[src/rtl/core/qrow_pkg.sv]
// Shared types, codes and helpers for the Q-row update and action select block.
// No dependencies; every other file in rtl/core imports this package.
package qrow_pkg;

    localparam int NUM_ACTIONS_DEF = 8;

    // Serial divider sizing: dividend magnitude bits, divisor bits, step counter bits
    localparam int DIV_NW = 33;
    localparam int DIV_DW = 6;
    localparam int DIV_CW = 6;

    // Command modes
    localparam logic [2:0] MODE_UPDATE   = 3'd0;
    localparam logic [2:0] MODE_NEIGHBOR = 3'd1;
    localparam logic [2:0] MODE_FORGET   = 3'd2;
    localparam logic [2:0] MODE_SAMPLE   = 3'd3;
    localparam logic [2:0] MODE_OPTIMAL  = 3'd4;
    localparam logic [2:0] MODE_RANGE    = 3'd5;

    // Configuration register indexes
    localparam logic [1:0] CFG_LEARN_RATE   = 2'd0;
    localparam logic [1:0] CFG_SPREAD_GAIN  = 2'd1;
    localparam logic [1:0] CFG_SPREAD_REACH = 2'd2;
    localparam logic [1:0] CFG_EXPLORE_RATE = 2'd3;

    // Q16.16 thresholds
    localparam logic signed [31:0] Q_NEG_1000 = -32'sd65536000;
    localparam logic signed [31:0] Q_POS_1000 = 32'sd65536000;
    localparam logic signed [31:0] Q_NEG_100  = -32'sd6553600;

    typedef struct packed {
        logic        [2:0]  mode;
        logic        [2:0]  action_index;
        logic signed [31:0] reward_value;
        logic signed [31:0] future_value;
        logic signed [31:0] given_error;
        logic        [15:0] random_draw;
    } item_t;

    typedef struct packed {
        logic signed [31:0] update_error;
        logic        [2:0]  chosen_action;
        logic               no_action;
        logic signed [31:0] largest_value;
        logic signed [31:0] smallest_value;
        logic               row_used;
    } result_t;

    typedef struct packed {
        logic              start;
        logic [DIV_NW-1:0] dividend;
        logic [DIV_DW-1:0] divisor;
    } div_req_t;

    typedef struct packed {
        logic              done;
        logic [DIV_NW-1:0] quot;
        logic              rem_nz;
    } div_rsp_t;

    // Clamp a wide signed value to the 32-bit Q16.16 range
    function automatic logic signed [31:0] sat_q(input logic signed [39:0] v);
        logic signed [31:0] r;
        if (v > 40'sd2147483647)
            r = 32'sh7FFFFFFF;
        else if (v < -40'sd2147483648)
            r = 32'sh80000000;
        else
            r = v[31:0];
        return r;
    endfunction

endpackage

[src/rtl/core/qrow_mul.sv]
// Shared 33x33 signed multiplier with a registered product.
// Depends on qrow_pkg (imported for house consistency of types).
module qrow_mul
    import qrow_pkg::*;
(
    input  logic               clk,
    input  logic               en,
    input  logic signed [32:0] a,
    input  logic signed [32:0] b,
    output logic signed [65:0] p
);

    logic signed [65:0] p_reg;

    // Capture the product only when asked, so it holds for later steps
    always_ff @(posedge clk)
    begin
        if (en)
        begin
            p_reg <= 66'(a) * 66'(b);
        end
    end

    assign p = p_reg;

endmodule

[config.mk]
export PLATFORM = sky130hd
export DESIGN_NAME = qrow_mul
export DESIGN_NICKNAME = d
export VERILOG_FILES = /design/src/rtl/core/qrow_pkg.sv /design/src/rtl/core/qrow_mul.sv
export SDC_FILE = /design/constraint.sdc
export NUM_CORES = 2
export LEC_CHECK = 0
export BUFFER_PORTS_ARGS = -buffer_cell sky130_fd_sc_hd__clkbuf_2
export CORE_ASPECT_RATIO = 1.25
export CORE_MARGIN = 3
export CORE_UTILIZATION = 35
export CTS_CLUSTER_DIAMETER = 150
export DETAILED_ROUTE_END_ITERATION = 8
export PLACE_DENSITY = 0.58
export SETUP_SLACK_MARGIN = 0.4
export SYNTH_ARGS = -nofsm -noshare
export SYNTH_HDL_FRONTEND = slang
export SYNTH_SLANG_ARGS = --single-unit
export TNS_END_PERCENT = 100
[constraint.sdc]
create_clock -name clk -period 10.4 [get_ports clk]
set_clock_uncertainty 0.15 [all_clocks]
set_input_delay 2.08 -clock clk [delete_from_list [all_inputs] [get_ports clk]]
set_output_delay 2.08 -clock clk [all_outputs]
set_load 0.05 [all_outputs]
# After elaboration in Yosys (flattened, before gate mapping)
# Cells that the tools add are included.
# Widths: inputs -> output; s select.
[op_classes]
mul = 1
[ops]
columns = ["op", "count"]
rows = [
  ["$mul 33x33->66", 1],
]
[word_totals]
register_bits = 66
in_bits = 68
output_inout_bits = 66
word_cells = 2

# Longest topological paths before layout
[logic_depth]
word_depth = 1
depth_mapped = 27
mapped_depth_nobuf = 26

# Worst setup path before layout
# No wires, ideal clock.
[synth_path]
path_type = "input to register"
startpoint = "input port a[32]"
endpoint = "register p_reg[62], in the netlist p[62] (data pin)"
setup_time_ps = 269
t_arrival_ps = 9176
required_time_ps = 9981
setup_slack_ps = 805
path_stages = 23
n_path_buf = 2
cell_sequence = "clkbuf_1 > nand2_1 > inv_1 > fa_1 > fa_1 > fa_1 > fa_1 > fa_1 > fa_1 > fa_1 > inv_1 > fa_1 > inv_1 > ha_1 > clkbuf_1 > and3_1 > nand3_1 > nand2b_1 > a2111oi_4 > a211oi_4 > a21o_2 > a211oi_2 > a211oi_2"
[synth_via]
elab_chain_len = 1
[synth_lines]
columns = ["item", "line", "text"]
rows = [
  ["from (decl)", "qrow_mul.sv:8", "input logic signed [32:0] a,"],
  ["$mul 33x33->66", "qrow_mul.sv:20", "p_reg <= 66'(a) * 66'(b);"],
  ["to (signal assigned)", "qrow_mul.sv:20", ""],
  ["to (decl)", "qrow_mul.sv:13", "logic signed [65:0] p_reg;"],
]
# Every way passes these cells.
# A chain may end at the register's enable or synchronous reset.

# Worst setup path after layout
[layout_path]
startpoint = "input port a[17]"
endpoint = "register p_reg[58], in the netlist p[58] (data pin)"
# The elaborated chain is that of the path after synthesis.

==> metrics.cfg <==
[run_status]
run_status=complete, no violations

[routing]
maxUsedRoutingLayer=met4
route.met3.wl_mm=4.04
routedLengthMet1_mm=41.6
via_per_inst=4.87
wl_met2_mm=67.0
first_pass_iters=5
drc=0
route.vias.total=29030
drt_iter0_drc=1447
ant_nets=0
routed_wl_mm=119
wl_per_cell_um=20.0

[timing]
setup_viol=0
hold_viol=0
slew_violations=0
max_freq_ghz=0.103
fin_tns_setup_ns=0
period_share_pct=93.7
worstMarginPinSlew_ns=1.13
min_period_ns=9.74
max_slew_margin_pct=24.5
rsz0062_at_grt=yes

[synthesis]
yosysTopAreaCell=fa_1
synth_top_area_share_pct=55.4
synth_area_um2=41400
ys.flop_type=edfxtp_1
yosysSeqAreaShare_pct=4.79
synthArstFlopShare_pct=0
synth_enable_flop_cells=66
syn_nets=5768
synth_area_leaders=fa_1 (55%), inv_1 (10%), and2_1 (8.5%)
synth_seq_cells=66
syn_avg_cell_area_um2=9.54
synth_cells=4338
yosysWarnings=0
ys_types=80

[cts]
cts_buffers=9
cts_setup_buffers=0
cts_tree=built
clock-root-buffer=clkbuf_16
hold_buffers=0
clk_pin_slew_ns=0.07
cts_resized=0
clock-sinks=66
cts_max_level=3
clockBufferDepth=2

[worst_setup_path]
cp.required_ns=10.35
path_common_cell=fa_1
start_kind=input pin
slowest_stage=fa_1
critPathKind=input pin to flip-flop
critPathArrivalTime_ns=9.69
cp-end-kind=flip-flop
cp_slowest_stage_delay_ns=0.64
cp_max_fo=20
crit_chain=clkbuf_2, and2_1, fa_1, inv_1, fa_1, fa_1, inv_1, fa_1, fa_1, fa_1, fa_1, inv_1, fa_1, inv_1, ha_1, a21oi_1, o21ai_1, a311o_1, a31o_1, a211oi_4, a21oi_2, nor4b_2, a311oi_1

[cells_and_area]
final_common_cell=fa_1
largest_reg_flops=66
layout_common_cells=fa_1 (1,145), inv_1 (1,131), and2_1 (562)
drive_above_1_share_pct=6.98
nFillCells=11996
layout.nets=5811
area_delta_synth_final_pct=7.18

[die]
ioPinCount=134
start_util_pct=35.4
fp.dieW_um=314
die_y_um=390
rows=140
fp.dieArea_um2=122000
fp.coreArea_um2=117000

[global_routing]
antenna_found_initial=7
grt_pass1_vias=32585
overflow=0
grt_pass1_wl_mm=187
track_usage_pct=20.1
grt_max_degree=67

[placement]
hpwl_mm=102
place.gp.congestion=0.891
io_buffers=133

[flow_run]
maxCapViolations=0

[hold_path]
hp-class=input pin to flip-flop

[logic make-up after synthesis]
group | after synthesis | share of synthesized area [%]
AOI/OAI and AO/OA | 219 | 4.00
DFF | 66 | 4.79
xor gates and xnor gates | 68 | 1.44
adders and majority gates | 1362 | 61.9
and+or+nand+nor | 1271 | 15.5
buffers and inverters | 1352 | 12.3
[final timing paths]
check | start | endpoint | cells past startpoint
setup / recovery | a[17] | p[58]$_DFFE_PP_ | 23
hold / removal | en | p[11]$_DFFE_PP_ | 1
[stage by stage]
| step | hold WS (ns) | setup slack (ns) | cell area, um2 | utilization, % | std cells |
|---|---|---|---|---|---|
| 2_1_floorplan | 2.04 | 0.805 | 41400 | - | 4338 |
| 3_3_place_gp | 2.51 | 0.392 | 44100 | 37.7 | 5932 |
| 3_5_place_dp | 2.51 | 0.283 | 44100 | 37.7 | 5932 |
| 4_1_cts | 2.25 | 0.670 | 44300 | 37.9 | 5948 |
| 5_1_grt | 2.27 | 0.380 | 44400 | 37.9 | 5950 |
| 6_report | 2.21 | 0.660 | 44400 | 37.9 | 5956 |
[critical path: cells and delay by family]
family / cells / cell delay, ns
simple gates: 2 / 0.64
buf+inv: 5 / 0.61
compound gates: 7 / 1.75
fa+ha+maj: 9 / 4.55
[layer usage]
layer  GRT usage (%)  vias to the layer above
met4            9.26                        0
met3            1.67                      249
met1            22.1                    15520
met2            38.8                      768
li1                -                    12493
met5               0                        -
[final cells by class]
type	count	area, um2	area share [%]
timing repair buffer	253	1570	3.54
inverter	1131	4250	9.57
clock buffer	9	225	0.508
sequential	66	1980	4.47
tap	1562	1950	4.40
clock inverter	7	51.3	0.116
multi-input combinational	2920	34300	77.4
antenna	8	20.0	0.0451
[cells in the mapped netlist, types with 36 or more instances]
library cell / n
fa_1: 1145
inv_1: 1131
and2_1: 562
nand2_1: 551
ha_1: 217
clkbuf_1: 208
nor2_1: 68
edfxtp_1: 66
a21oi_1: 57
xnor2_1: 43
a21o_1: 36
Power is not shown: default switching activity piles up to over one toggle a cycle in this logic, so the estimate is an artifact.
