### src/rtl/core/qrow_pkg.sv
// Shared types, codes and helpers for the Q-row update and action select block.
// No dependencies; every other file in rtl/core imports this package.
package qrow_pkg;

    localparam int NUM_ACTIONS_DEF = 8;

    // Serial divider sizing: dividend magnitude bits, divisor bits, step counter bits
    localparam int DIV_NW = 33;
    localparam int DIV_DW = 6;
    localparam int DIV_CW = 6;

    // Command modes
    localparam logic [2:0] MODE_UPDATE   = 3'd0;
    localparam logic [2:0] MODE_NEIGHBOR = 3'd1;
    localparam logic [2:0] MODE_FORGET   = 3'd2;
    localparam logic [2:0] MODE_SAMPLE   = 3'd3;
    localparam logic [2:0] MODE_OPTIMAL  = 3'd4;
    localparam logic [2:0] MODE_RANGE    = 3'd5;

    // Configuration register indexes
    localparam logic [1:0] CFG_LEARN_RATE   = 2'd0;
    localparam logic [1:0] CFG_SPREAD_GAIN  = 2'd1;
    localparam logic [1:0] CFG_SPREAD_REACH = 2'd2;
    localparam logic [1:0] CFG_EXPLORE_RATE = 2'd3;

    // Q16.16 thresholds
    localparam logic signed [31:0] Q_NEG_1000 = -32'sd65536000;
    localparam logic signed [31:0] Q_POS_1000 = 32'sd65536000;
    localparam logic signed [31:0] Q_NEG_100  = -32'sd6553600;

    typedef struct packed {
        logic        [2:0]  mode;
        logic        [2:0]  action_index;
        logic signed [31:0] reward_value;
        logic signed [31:0] future_value;
        logic signed [31:0] given_error;
        logic        [15:0] random_draw;
    } item_t;

    typedef struct packed {
        logic signed [31:0] update_error;
        logic        [2:0]  chosen_action;
        logic               no_action;
        logic signed [31:0] largest_value;
        logic signed [31:0] smallest_value;
        logic               row_used;
    } result_t;

    typedef struct packed {
        logic              start;
        logic [DIV_NW-1:0] dividend;
        logic [DIV_DW-1:0] divisor;
    } div_req_t;

    typedef struct packed {
        logic              done;
        logic [DIV_NW-1:0] quot;
        logic              rem_nz;
    } div_rsp_t;

    // Clamp a wide signed value to the 32-bit Q16.16 range
    function automatic logic signed [31:0] sat_q(input logic signed [39:0] v);
        logic signed [31:0] r;
        if (v > 40'sd2147483647)
            r = 32'sh7FFFFFFF;
        else if (v < -40'sd2147483648)
            r = 32'sh80000000;
        else
            r = v[31:0];
        return r;
    endfunction

endpackage

### src/rtl/core/qrow_div.sv
// Restoring serial divider, one quotient bit per cycle, small unsigned divisor.
// Depends on qrow_pkg for the request/response structs and sizes.
module qrow_div
    import qrow_pkg::*;
(
    input  logic     clk,
    input  logic     rst_n,
    input  div_req_t req,
    output div_rsp_t rsp
);

    logic              run_reg;
    logic              done_reg;
    logic [DIV_CW-1:0] cnt_reg;
    logic [DIV_NW-1:0] quo_reg;
    logic [DIV_DW-1:0] rem_reg;
    logic [DIV_DW-1:0] dsr_reg;

    logic [DIV_DW:0]   rem_sh;
    logic              ge;
    logic [DIV_DW:0]   rem_sub;

    // One restoring step: shift in the next dividend bit, subtract if it fits
    always_comb
    begin
        rem_sh  = {rem_reg, quo_reg[DIV_NW-1]};
        ge      = (rem_sh >= {1'b0, dsr_reg});
        rem_sub = rem_sh - {1'b0, dsr_reg};
    end

    always_ff @(posedge clk or negedge rst_n)
    begin
        if (!rst_n)
        begin
            run_reg  <= 1'b0;
            done_reg <= 1'b0;
            cnt_reg  <= '0;
        end
        else
        begin
            done_reg <= 1'b0;
            if (req.start)
            begin
                run_reg <= 1'b1;
                cnt_reg <= DIV_CW'(DIV_NW);
            end
            else if (run_reg)
            begin
                cnt_reg <= cnt_reg - 1'b1;
                if (cnt_reg == DIV_CW'(1))
                begin
                    run_reg  <= 1'b0;
                    done_reg <= 1'b1;
                end
            end
        end
    end

    // Datapath: load on start, advance one bit while running
    always_ff @(posedge clk)
    begin
        if (req.start)
        begin
            quo_reg <= req.dividend;
            rem_reg <= '0;
            dsr_reg <= req.divisor;
        end
        else if (run_reg)
        begin
            quo_reg <= {quo_reg[DIV_NW-2:0], ge};
            rem_reg <= ge ? rem_sub[DIV_DW-1:0] : rem_sh[DIV_DW-1:0];
        end
    end

    assign rsp.done   = done_reg;
    assign rsp.quot   = quo_reg;
    assign rsp.rem_nz = |rem_reg;

endmodule

### config.mk
export PLATFORM = sky130hd
export DESIGN_NAME = qrow_div
export DESIGN_NICKNAME = d
export VERILOG_FILES = /design/src/rtl/core/qrow_pkg.sv /design/src/rtl/core/qrow_div.sv
export SDC_FILE = /design/constraint.sdc
export NUM_CORES = 1
export LEC_CHECK = 0
export BUFFER_PORTS_ARGS = -buffer_cell sky130_fd_sc_hd__buf_2
export CAP_MARGIN = 40
export CORE_ASPECT_RATIO = 0.75
export CORE_UTILIZATION = 45
export DETAILED_ROUTE_END_ITERATION = 12
export PLACE_DENSITY = 0.75
export SKIP_CTS_REPAIR_TIMING = 1
export SYNTH_ARGS = -nofsm -noshare
export SYNTH_HDL_FRONTEND = slang
export SYNTH_SLANG_ARGS = --single-unit
export TNS_END_PERCENT = 50
### constraint.sdc
create_clock -name clk -period 5.8 [get_ports clk]
set_clock_uncertainty 0.2 [all_clocks]
set_input_delay 0.29 -clock clk [delete_from_list [all_inputs] [get_ports clk]]
set_output_delay 0.29 -clock clk [all_outputs]
set_load 0.1 [all_outputs]
* After elaboration in Yosys (flattened, before gate mapping) *
Cells that the tools add are included.

cells by class
  equal/unequal tests = 1
  divide/modulo/power cells = 0
  order comparisons = 1
  multipliers = 0
  multiplexer cells = 11
  bitwise operators = 0
  reduce and logical (&&, ||, !) cells = 2
  add/subtract/negate cells = 2
  shifts and indexed selects = 0

operator list
  cell                   count
  $mux W33               2
  $mux W6                3
  $ge A7 B6 Y1           1
  $eq A6 B1 Y1 const B   1
  $mux W1                6
  $reduce_or A6 Y1       1
  $sub A6 B1 Y6 const B  1
  $sub A6 B6 Y6          1
  $reduce_bool A2 Y1     1

storage, ports and cells
  flip-flop bits (word level) = 53
  memory bits (writable) = 0
  ROM bits = 0
  logic and storage cells = 23
  latch bits = 0
  memories = 0

* Depth between registers and ports, before layout *
  word-level depth = 4
  mapped depth = 9
  mapped depth without buffers = 9

* Least setup slack after synthesis *
OpenSTA, ideal clock, no wires.

  path type = register to register
  start = register quo_reg[32]
  end = register rem_reg[0]
  buffers on the path = 1
  setup slack = 3.104 ns
  library setup time = 0.079 ns
  period minus slack after synthesis = 2.696 ns
  stages on the path, launching flop included = 9
  arrival = 2.417 ns
  required time = 5.521 ns
  cells stage by stage = edfxtp_1 inv_1 ha_1 nor2b_1 o21ai_0 a41o_1 buf_6 mux2_4 a211oi_2

on the way
  longest elaborated chain between the ends = 2

RTL lines
  what                                           line                            text
  start, declared                                qrow_div.sv:15                  logic [DIV_NW-1:0] quo_reg;
  start signal, assigned                         qrow_div.sv:64                  quo_reg <= req.dividend;
  start signal, assigned                         qrow_div.sv:70                  quo_reg <= {quo_reg[DIV_NW-2:0], ge};
  $sub A6 B6 Y6 or $ge A7 B6 Y1 (tied branches)  qrow_div.sv:28, qrow_div.sv:27
  $mux W6 (*)                                    qrow_div.sv:71                  rem_reg <= ge ? rem_sub[DIV_DW-1:0] : rem_sh[DIV_DW-1:0];
  end signal, assigned                           qrow_div.sv:71
  end, declared                                  qrow_div.sv:16                  logic [DIV_DW-1:0] rem_reg;

Mark *: on every way between the ends. The rest lies on a longest branch, timed or not.
A chain may end at the register's enable or synchronous reset.

* Worst setup path in the final report *
  start = register rem_reg[3]
  end = register rem_reg[0]

on the way
  longest elaborated chain between the ends = 2

RTL lines
  what          line            text
  $ge A7 B6 Y1  qrow_div.sv:27  ge = (rem_sh >= {1'b0, dsr_reg});
  $mux W6       qrow_div.sv:71

No other way between the ends.

==> impl_metrics.toml <==
[global_route]
antenna_found_initial = 0
grt_pass1_vias = 1551
grt_max_degree = 56
track_usage_pct = 16.5
grt_first_pass_wirelength_mm = 7.20
grt-ovfl-total = 0

[flow_run]
drv_cap = 0

[cells_and_area]
area_growth_syn_to_layout_pct = 24.8
fin_util_pct = 58.5
final_nets = 319
largest_reg_flops = 33
insertedDiodeCount = 0
drive_gt1_share_pct = 45.7

[yosys]
seq_area_frac_synth_pct = 59.1
netlist_area_sq_um = 2520
netlist_instances = 185
synth_top_area_share_pct = 46.4
async_flop_share_pct = 15.1
ys_types = 38
synth_flop_cell = "edfxtp_1"
yosys.cell_count.top_type = "edfxtp_1"
yosys_register_bits = 53
yosys_warnings = 0
synth.net_count = 236
yosys-top-cells-area = "edfxtp_1, mux2_2, dfrtp_1"
synth_edf_count = 39
yosys-top-cells-count = "edfxtp_1, mux2_2, nor2_1"
yosysTopAreaCell = "edfxtp_1"
avgSynthCellArea_sq_um = 13.6

[sta]
period_share_pct = 40.7
setup_tns_ns = 0
tightestPinTransition_ns = 0.626
relSlewSlack_pct = 58.3
worst_slack_ns = 3.44
final-setup-viol-count = 0
hold_ws_ns = 0.0825
hold_violations = 0
finalMaxSlewViolations = 0
clock.fmax_mhz = 423
rsz0062_at_grt = "false"
min_period_ns = 2.36

[critical_path]
startpoint_type = "flop"
cp_cell_sequence = "ha_1 -> a21o_1 -> a211o_1 -> a41o_1 -> mux2_4 -> a211oi_2"
crit_arrival_ns = 2.39
cp_max_fo = 9
cp_slowest_cell = "ha_1"
path_delay_family = "compound AO/OA/AOI/OAI gates"
cp.required_ns = 5.83
endpoint_kind = "flop"
crit_buf_inv = 0
path_class = "reg -> reg"
critPathMaxStageDelay_ns = 0.37

[die]
die_width_microns = 88.5
coreArea_sq_um = 5380
die_area_sq_um = 5910
die_h_microns = 66.9
ios = 77
rows = 23
start_util_pct = 46.9

[drt]
dr.pass1.iters = 4
drt-total-wl_mm = 4.66
route.met3.wl_microns = 268
drt-initial-drc-count = 93
ant_nets = 0
top_layer = "met4"
wl_met1_mm = 2.31
via_count = 1649
wl_per_cell_microns = 13.5
drc = 0
drt-vias-per-instance = 4.79
wl_met2_mm = 2.03

[power]
leakagePower_nw = 1.39
ir_drop_mv = 0.304
p_per_area_nw_per_um2 = 545
total_power_w = 0.00172

[clock_tree]
cts.clk_slew.worst_paths_ns = 0.10
cts_tree = "built"
cts.path.max_buffers = 2
cts.sinks = 53
cts_buffers = 5
insertion_delay_ns = 0.30
htree_levels = 2
clockRootBuffer = "clkbuf_8"

[place]
place_congestion = 0.849
port_buffers = 76
place.detailed.hpwl_mm = 3.28
post-place-ws_ns = 3.48

[outcome]
run_status = "finished, final reports clean"

[worst_hold_path]
hp-class = "in -> reg"
final cells by class:
class / instances / area [sq um]
clock buffer: 5 / 68.8
clock inverter: 3 / 43.8
fill: 450 / 2230
tap: 75 / 93.8
sequential: 53 / 1490
inverter: 12 / 45.0
timing repair buffer: 85 / 465
multi-input combinational: 111 / 942
layout by cell type (no fill, tap or decap), types with 6 or more instances in the layout:
master / n
a21oi_1: 6
buf_2: 76
dfrtp_1: 8
dfxtp_1: 6
dlygate4sd3_1: 7
edfxtp_1: 39
ha_1: 8
inv_1: 12
mux2_2: 34
nor2_1: 16
report_power, final:
part           total [W]  switching [W]  internal [W]
Sequential      0.000597      0.0000761      0.000521
Combinational   0.000867       0.000644      0.000223
Clock           0.000251       0.000122      0.000129
Total            0.00172       0.000842      0.000873
kinds of logic after synthesis:
group | share of synthesized area [%]
multiplexers | 17.0
buffers and inverters | 3.57
AND/OR/NAND/NOR | 6.94
XOR/XNOR | 2.43
adder cells (fa/ha/maj) | 4.76
AO/OA/AOI/OAI | 6.25
flip-flops | 59.1
per-stage QoR:
step                std cells  cell area, sq um
floorplan                 185              2520
CTS                       337              3080
finish                    344              3150
detailed placement        329              2970
global placement          329              2970
global route              344              3150
worst paths after layout:
kind	start	endpoint	slack, ns	cells after the start
min in group asynchronous	rst_n	done_reg	0.15	2
max	rem_reg[3]	rem_reg[0]	3.44	6
max reg2reg	rem_reg[3]	rem_reg[0]	3.44	6
min	req[22]	quo_reg[16]	0.08	2
max in group asynchronous	rst_n	cnt_reg[0]	5.09	2
min reg2reg	rem_reg[5]	rem_reg[5]	0.34	2
worst reg2reg max path: cells and delay by family (launching register included):
| kind | cells | cell delay (ns) |
|---|---|---|
| DFF | 1 | 0.35 |
| adders and majority gates | 1 | 0.37 |
| AOI/OAI and AO/OA | 4 | 1.02 |
| muxes | 1 | 0.35 |
metal layers:
layer,GRT usage (%),vias to the layer above
met2,23.6,49
met4,5.44,0
met3,5.33,5
li1,-,840
met5,0,-
met1,23.6,755
(Power assumes the default switching activity.)
