**src/rtl/core/qrow_pkg.sv**
```systemverilog
// Shared types, codes and helpers for the Q-row update and action select block.
// No dependencies; every other file in rtl/core imports this package.
package qrow_pkg;

    localparam int NUM_ACTIONS_DEF = 8;

    // Serial divider sizing: dividend magnitude bits, divisor bits, step counter bits
    localparam int DIV_NW = 33;
    localparam int DIV_DW = 6;
    localparam int DIV_CW = 6;

    // Command modes
    localparam logic [2:0] MODE_UPDATE   = 3'd0;
    localparam logic [2:0] MODE_NEIGHBOR = 3'd1;
    localparam logic [2:0] MODE_FORGET   = 3'd2;
    localparam logic [2:0] MODE_SAMPLE   = 3'd3;
    localparam logic [2:0] MODE_OPTIMAL  = 3'd4;
    localparam logic [2:0] MODE_RANGE    = 3'd5;

    // Configuration register indexes
    localparam logic [1:0] CFG_LEARN_RATE   = 2'd0;
    localparam logic [1:0] CFG_SPREAD_GAIN  = 2'd1;
    localparam logic [1:0] CFG_SPREAD_REACH = 2'd2;
    localparam logic [1:0] CFG_EXPLORE_RATE = 2'd3;

    // Q16.16 thresholds
    localparam logic signed [31:0] Q_NEG_1000 = -32'sd65536000;
    localparam logic signed [31:0] Q_POS_1000 = 32'sd65536000;
    localparam logic signed [31:0] Q_NEG_100  = -32'sd6553600;

    typedef struct packed {
        logic        [2:0]  mode;
        logic        [2:0]  action_index;
        logic signed [31:0] reward_value;
        logic signed [31:0] future_value;
        logic signed [31:0] given_error;
        logic        [15:0] random_draw;
    } item_t;

    typedef struct packed {
        logic signed [31:0] update_error;
        logic        [2:0]  chosen_action;
        logic               no_action;
        logic signed [31:0] largest_value;
        logic signed [31:0] smallest_value;
        logic               row_used;
    } result_t;

    typedef struct packed {
        logic              start;
        logic [DIV_NW-1:0] dividend;
        logic [DIV_DW-1:0] divisor;
    } div_req_t;

    typedef struct packed {
        logic              done;
        logic [DIV_NW-1:0] quot;
        logic              rem_nz;
    } div_rsp_t;

    // Clamp a wide signed value to the 32-bit Q16.16 range
    function automatic logic signed [31:0] sat_q(input logic signed [39:0] v);
        logic signed [31:0] r;
        if (v > 40'sd2147483647)
            r = 32'sh7FFFFFFF;
        else if (v < -40'sd2147483648)
            r = 32'sh80000000;
        else
            r = v[31:0];
        return r;
    endfunction

endpackage

```
**src/rtl/core/qrow_store.sv**
```systemverilog
// Q value row: single-port-write, registered-read memory with per-entry valid bits.
// Invalid entries read as zero; clear drops all valid bits at once. Uses qrow_pkg.
module qrow_store
    import qrow_pkg::*;
#(
    parameter int DEPTH = NUM_ACTIONS_DEF,
    parameter int AW    = 3
)
(
    input  logic               clk,
    input  logic               rst_n,
    input  logic               clear,
    input  logic               wr_en,
    input  logic [AW-1:0]      wr_addr,
    input  logic signed [31:0] wr_data,
    input  logic [AW-1:0]      rd_addr,
    output logic signed [31:0] rd_data
);

    logic signed [31:0] mem [DEPTH];
    logic [DEPTH-1:0]   valid_reg;
    logic signed [31:0] rd_data_reg;

    // Write port
    always_ff @(posedge clk)
    begin
        if (wr_en)
        begin
            mem[wr_addr] <= wr_data;
        end
    end

    // Valid bits: set on write, drop all on clear
    always_ff @(posedge clk or negedge rst_n)
    begin
        if (!rst_n)
        begin
            valid_reg <= '0;
        end
        else if (clear)
        begin
            valid_reg <= '0;
        end
        else if (wr_en)
        begin
            valid_reg[wr_addr] <= 1'b1;
        end
    end

    // Registered read, zero for entries never written since clear
    always_ff @(posedge clk)
    begin
        rd_data_reg <= valid_reg[rd_addr] ? mem[rd_addr] : 32'sd0;
    end

    assign rd_data = rd_data_reg;

endmodule
```
**config.mk**
```make
export PLATFORM = sky130hd
export DESIGN_NAME = qrow_store
export DESIGN_NICKNAME = d
export VERILOG_FILES = /design/src/rtl/core/qrow_pkg.sv /design/src/rtl/core/qrow_store.sv
export SDC_FILE = /design/constraint.sdc
export NUM_CORES = 1
export LEC_CHECK = 0
export ABC_AREA = 0
export BUFFER_PORTS_ARGS = -buffer_cell sky130_fd_sc_hd__buf_2
export CORE_MARGIN = 1
export CORE_UTILIZATION = 50
export DETAILED_ROUTE_END_ITERATION = 12
export PLACE_DENSITY = 0.66
export SKIP_CTS_REPAIR_TIMING = 1
export SLEW_MARGIN = 20
export SYNTH_ARGS = -nofsm -noshare
export SYNTH_HDL_FRONTEND = slang
export SYNTH_SLANG_ARGS = --single-unit
export TNS_END_PERCENT = 20
```
**constraint.sdc**
```tcl
create_clock -name clk -period 1.7 [get_ports clk]
set_input_delay 0.17 -clock clk [delete_from_list [all_inputs] [get_ports clk]]
set_output_delay 0.17 -clock clk [all_outputs]
set_load 0.05 [all_outputs]
```
# Word level (Yosys, flattened, before mapping)
# Memory sizes are Yosys's and may differ from the RTL's. A register that Yosys moved wholly into a read port is not among the register bits.
# Index checks and enable logic that the tools add are counted.
# Widths: inputs -> output; s select.
[totals]
ff_bits = 8
in_bits = 42
mem_count = 1
output_inout_bits = 32
mem_bits_ro = 0
ramBits = 256
latchBits = 0
wordCells = 17
[classes]
reduce_logical = 3
n_addsub = 0
muxes = 8
n_shift = 0
n_bitwise = 1
n_lt_le_gt_ge = 3
eq_ne = 0
mul = 0
div = 0
[memory_table]
columns = ["name", "words", "word_bits", "read_ports", "rd_ports_with_merged_regs", "wr", "line", "rtl"]
rows = [
  ["mem", 8, 32, 1, 1, 1, "qrow_store.sv:20", "logic signed [31:0] mem [DEPTH];"],
]
[ops]
columns = ["cell", "count"]
rows = [
  ["$mux 8", 2],
  ["$lt 3x4->1 const B", 2],
  ["$or 8x8->8", 1],
  ["$mux 1", 4],
  ["$bmux 1 s3", 1],
  ["$demux 1 s3", 1],
  ["$ge 3x1->1 const B", 1],
  ["$reduce_bool 2->1", 1],
  ["$logic_and 1x1->1", 1],
  ["$logic_not 1->1", 1],
]

# Logic depth before layout (Yosys ltp)
[depth]
depth_word = 7
mapped_depth = 5

# Worst setup path before layout
# No wires, ideal clock.
[synth_timing]
kind = "in2reg"
startpoint = "in wr_addr[0]"
endpoint = "mem mem[0][0], enable pin"
setup_slack_ns = -2.487
cell_stages = 1
arrival_ns = 3.669
setup_time_ns = 0.518
path_cell_list = "nor4b_1"
[synth_rtl]
columns = ["item", "line", "rtl"]
rows = [
  ["from (decl)", "qrow_store.sv:14", "input logic [AW-1:0] wr_addr,"],
  ["to (decl)", "qrow_store.sv:20", ""],
]
# No word-level cell before the write port.

# Worst setup path in the final report
[layout_timing]
startpoint = "reg valid_reg[3]"
endpoint = "reg rd_data_reg[27] (netlist: rd_data[27]) (read register of mem)"
[layout_via]
elab_chain_cells = 3
[layout_lines]
columns = ["item", "line", "rtl"]
rows = [
  ["from (decl)", "qrow_store.sv:21", "logic [DEPTH-1:0] valid_reg;"],
  ["from (signal assigned)", "qrow_store.sv:38", "valid_reg <= '0;"],
  ["from (signal assigned)", "qrow_store.sv:42", "valid_reg <= '0;"],
  ["from (signal, indexed assignment)", "qrow_store.sv:46", "valid_reg[wr_addr] <= 1'b1;"],
  ["$bmux 1 s3", "qrow_store.sv:53", "rd_data_reg <= valid_reg[rd_addr] ? mem[rd_addr] : 32'sd0;"],
  ["$mux 1 (not written as such)", "qrow_store.sv:53", ""],
  ["$logic_not 1->1 (no source line)", "--", ""],
  ["to (decl)", "qrow_store.sv:22", "logic signed [31:0] rd_data_reg;"],
]
# Every way passes these cells. The select of a mux whose other input is x is not followed.
# A chain may end at the register's enable or synchronous reset.

==> impl_metrics.csv <==
group,metric,value,unit
status,status,"complete, no violations",
detailed_routing,first_pass_iters,4,
yosys,synthFlopType,"edfxtp_1",
floorplan,die_h,148.9,um
yosys,yosys.area.top_type,"edfxtp_1",
worst_setup_path,critPathBufInv,1,
timing,skew,14.38,ps
global_routing,antenna_found_initial,0,
cells_and_area,syn2layout_area_growth,20.40,%
yosys,synth_fp_nets,513,
yosys,synth_seq_cells,296,
worst_setup_path,worstPathArrival,2000,ps
cells_and_area,antenna_cells,0,
yosys,netlist_area,0.01079,mm^2
yosys,synth_xor_area_frac,0,
cts,htree_levels,1,
timing,period_needed,1593,ps
worst_setup_path,cp_data_required_time,2110,ps
yosys,netlist_top_cells_area,"edfxtp_1 (71%), mux4_2 (13%), dfxtp_1 (5.9%)",
worst_setup_path,cp_top_family,"multiplexers",
place,dpl-instance-area,0.01175,mm^2
floorplan,initial_core_util,0.5117,
detailed_routing,vias,4993,
timing,setup_viol,0,
cts,cts_root_buf,"clkbuf_16",
cells_and_area,drive_gt1_frac,0.3296,
floorplan,dieArea,0.02217,mm^2
global_routing,grt_pass1_wl,29.80,mm
cells_and_area,instances_no_fill,903,
worst_setup_path,critPathKind,"flip-flop to flip-flop",
yosys,synth_common_cells,"edfxtp_1 (256), mux4_2 (64), nor2_1 (43)",
timing,fin_tns_setup,0,ps
place,port_buffers,73,
power,p_leak,4.535,nW
yosys,synth-compound-area-share,0.002783,
timing,slew_viol_final,0,
yosys,synthSimpleGateAreaFrac,0.02134,
timing,rsz0062_at_grt,"no",
power,power_density,1160,mW/mm^2
detailed_routing,wl,19.71,mm
yosys,synth_top_family_by_area,"multiplexers",
worst_setup_path,worstSetupEndpointType,"flip-flop",
worst_setup_path,crit_fanout,18,
cells_and_area,finalCoreUtilization,0.6161,
worst_setup_path,crit_slowest_cell,"mux4_1",
min_path,hold_path_class,"primary input to async pin",
timing,tightest_slew,304.7,ps
yosys,synthMuxAreaShare,0.1702,
timing,relSlewSlack,0.7969,
yosys,postSynthCellCount,471,
floorplan,core,0.02109,mm^2
cts,ctsLongestPathBuffers,3,
job,cap_violations,0,
global_routing,track_usage,0.1845,
cts,numCtsBuffers,29,
detailed_routing,drc_errors,0,
place,gp_congestion,0.7157,
timing,final.period_utilization,0.9372,
yosys,yosysMostFrequentCell,"edfxtp_1",
yosys,synth_edf_count,256,
detailed_routing,ant_nets,0,
place,dp.cells,816,
yosys,synth_fa_ha_area_frac,0,
power,ir_worst_vdd,0.001001,V
worst_setup_path,cp-start-kind,"flip-flop",
global_routing,grt-ovfl-total,0,
cells_and_area,design_area,0.01299,mm^2
place,dp_hpwl,10.37,mm
yosys,yosysSeqAreaShare,0.7904,
yosys,async_reset_ff_frac,0.02703,
worst_setup_path,path_cells,"mux4_1, mux2i_4, buf_12, nor2_1",
global_routing,grt_max_degree,34,
floorplan,rows,53,
yosys,yosys_warnings,0,
cells_and_area,nets,648,
detailed_routing,vias_per_cell,5.529,
yosys,synth_top_area_share,0.7124,
timing,hold_viol_final,0,
cts,insertion_delay,530,ps
cts,cts_tree,"yes",
cts,cts_sinks,296,
worst_setup_path,slowest_delay,560,ps
yosys,avgSynthCellArea,22.91,um^2
global_routing,grt_pass1_vias,5198,
cells_and_area,largest_reg_flops,256,
detailed_routing,avgRoutedWirePerCell,21.83,um
yosys,synth_cell_types,18,
floorplan,io-pin-count,74,
timing,fmax,627.6,MHz
cts,clk_pin_slew_worst_paths,60,ps
floorplan,die_w,148.9,um
detailed_routing,drt_iter0_drc,253,
[power by group]
part / internal (W) / switching (W) / total [W]
registers: 0.00813 / 0.0000550 / 0.00819
logic: 0.000423 / 0.000500 / 0.000923
clock network: 0.00351 / 0.00245 / 0.00596
total: 0.0121 / 0.00300 / 0.0151
[worst paths after layout]
kind,startpoint,endpoint,slack [ps],cells past startpoint
worst max-delay path,valid_reg[3]$_DFFE_PN0P_,rd_data[27]$_SDFF_PN0_,110,4
worst min-delay path,rst_n,valid_reg[1]$_DFFE_PN0P_,2,2
worst max register to register,valid_reg[3]$_DFFE_PN0P_,rd_data[27]$_SDFF_PN0_,110,4
worst min register to register,valid_reg[1]$_DFFE_PN0P_,valid_reg[1]$_DFFE_PN0P_,490,1
max in group asynchronous,rst_n,valid_reg[7]$_DFFE_PN0P_,1520,2
min in group clk,rd_addr[1],rd_data[10]$_SDFF_PN0_,260,4
[cells in the final DEF (no fill, tap or decap), types with 3 or more instances in the layout]
cell type	n
buf_12	16
buf_2	71
buf_4	4
clkbuf_1	12
clkbuf_16	29
clkbuf_8	5
clkinv_2	5
dfrtp_1	8
dfxtp_1	32
dlygate4sd3_1	34
edfxtp_1	256
mux2i_1	32
mux4_2	64
nor2_1	42
o21ba_2	3
[stage by stage]
step	total power, W	hold slack, ps	setup slack (ps)
final	0.01507	1.910	106.7
after global routing	0.01559	3.074	82.44
after CTS	0.01515	-547.4	112.2
after detailed placement	0.009217	16.50	83.60
after global placement	0.009172	6.554	128.4
after floorplan	0.008877	-125.6	-323.3
[cell families (layout without fill, tap and decap cells)]
family,Yosys count,count (layout)
DFF,296,296
buffers and inverters,21,178
muxes,99,99
AOI/OAI and AO/OA,3,3
and+or+nand+nor,52,52
[layout make-up]
class                           instances  area (um^2)
Multi-Input combinational cell        154         2175
Fill cell                            1506         8097
Clock inverter                          7        58.81
Clock buffer                           46        839.6
Sequential cell                       296         8528
Tap cell                              275        344.1
Timing Repair Buffer                  125         1046
[layer usage]
metal	up-vias	wire length (um)	share of wire	GRT usage
li1	2207	-	-	-
met1	2617	8797	0.45	0.2605
met2	138	9548	0.48	0.2940
met3	31	1037	0.053	0.03547
met4	0	329	0.017	0.05765
met5	-	0	0	0
No activity file was read; power rests on OpenSTA's default activity.
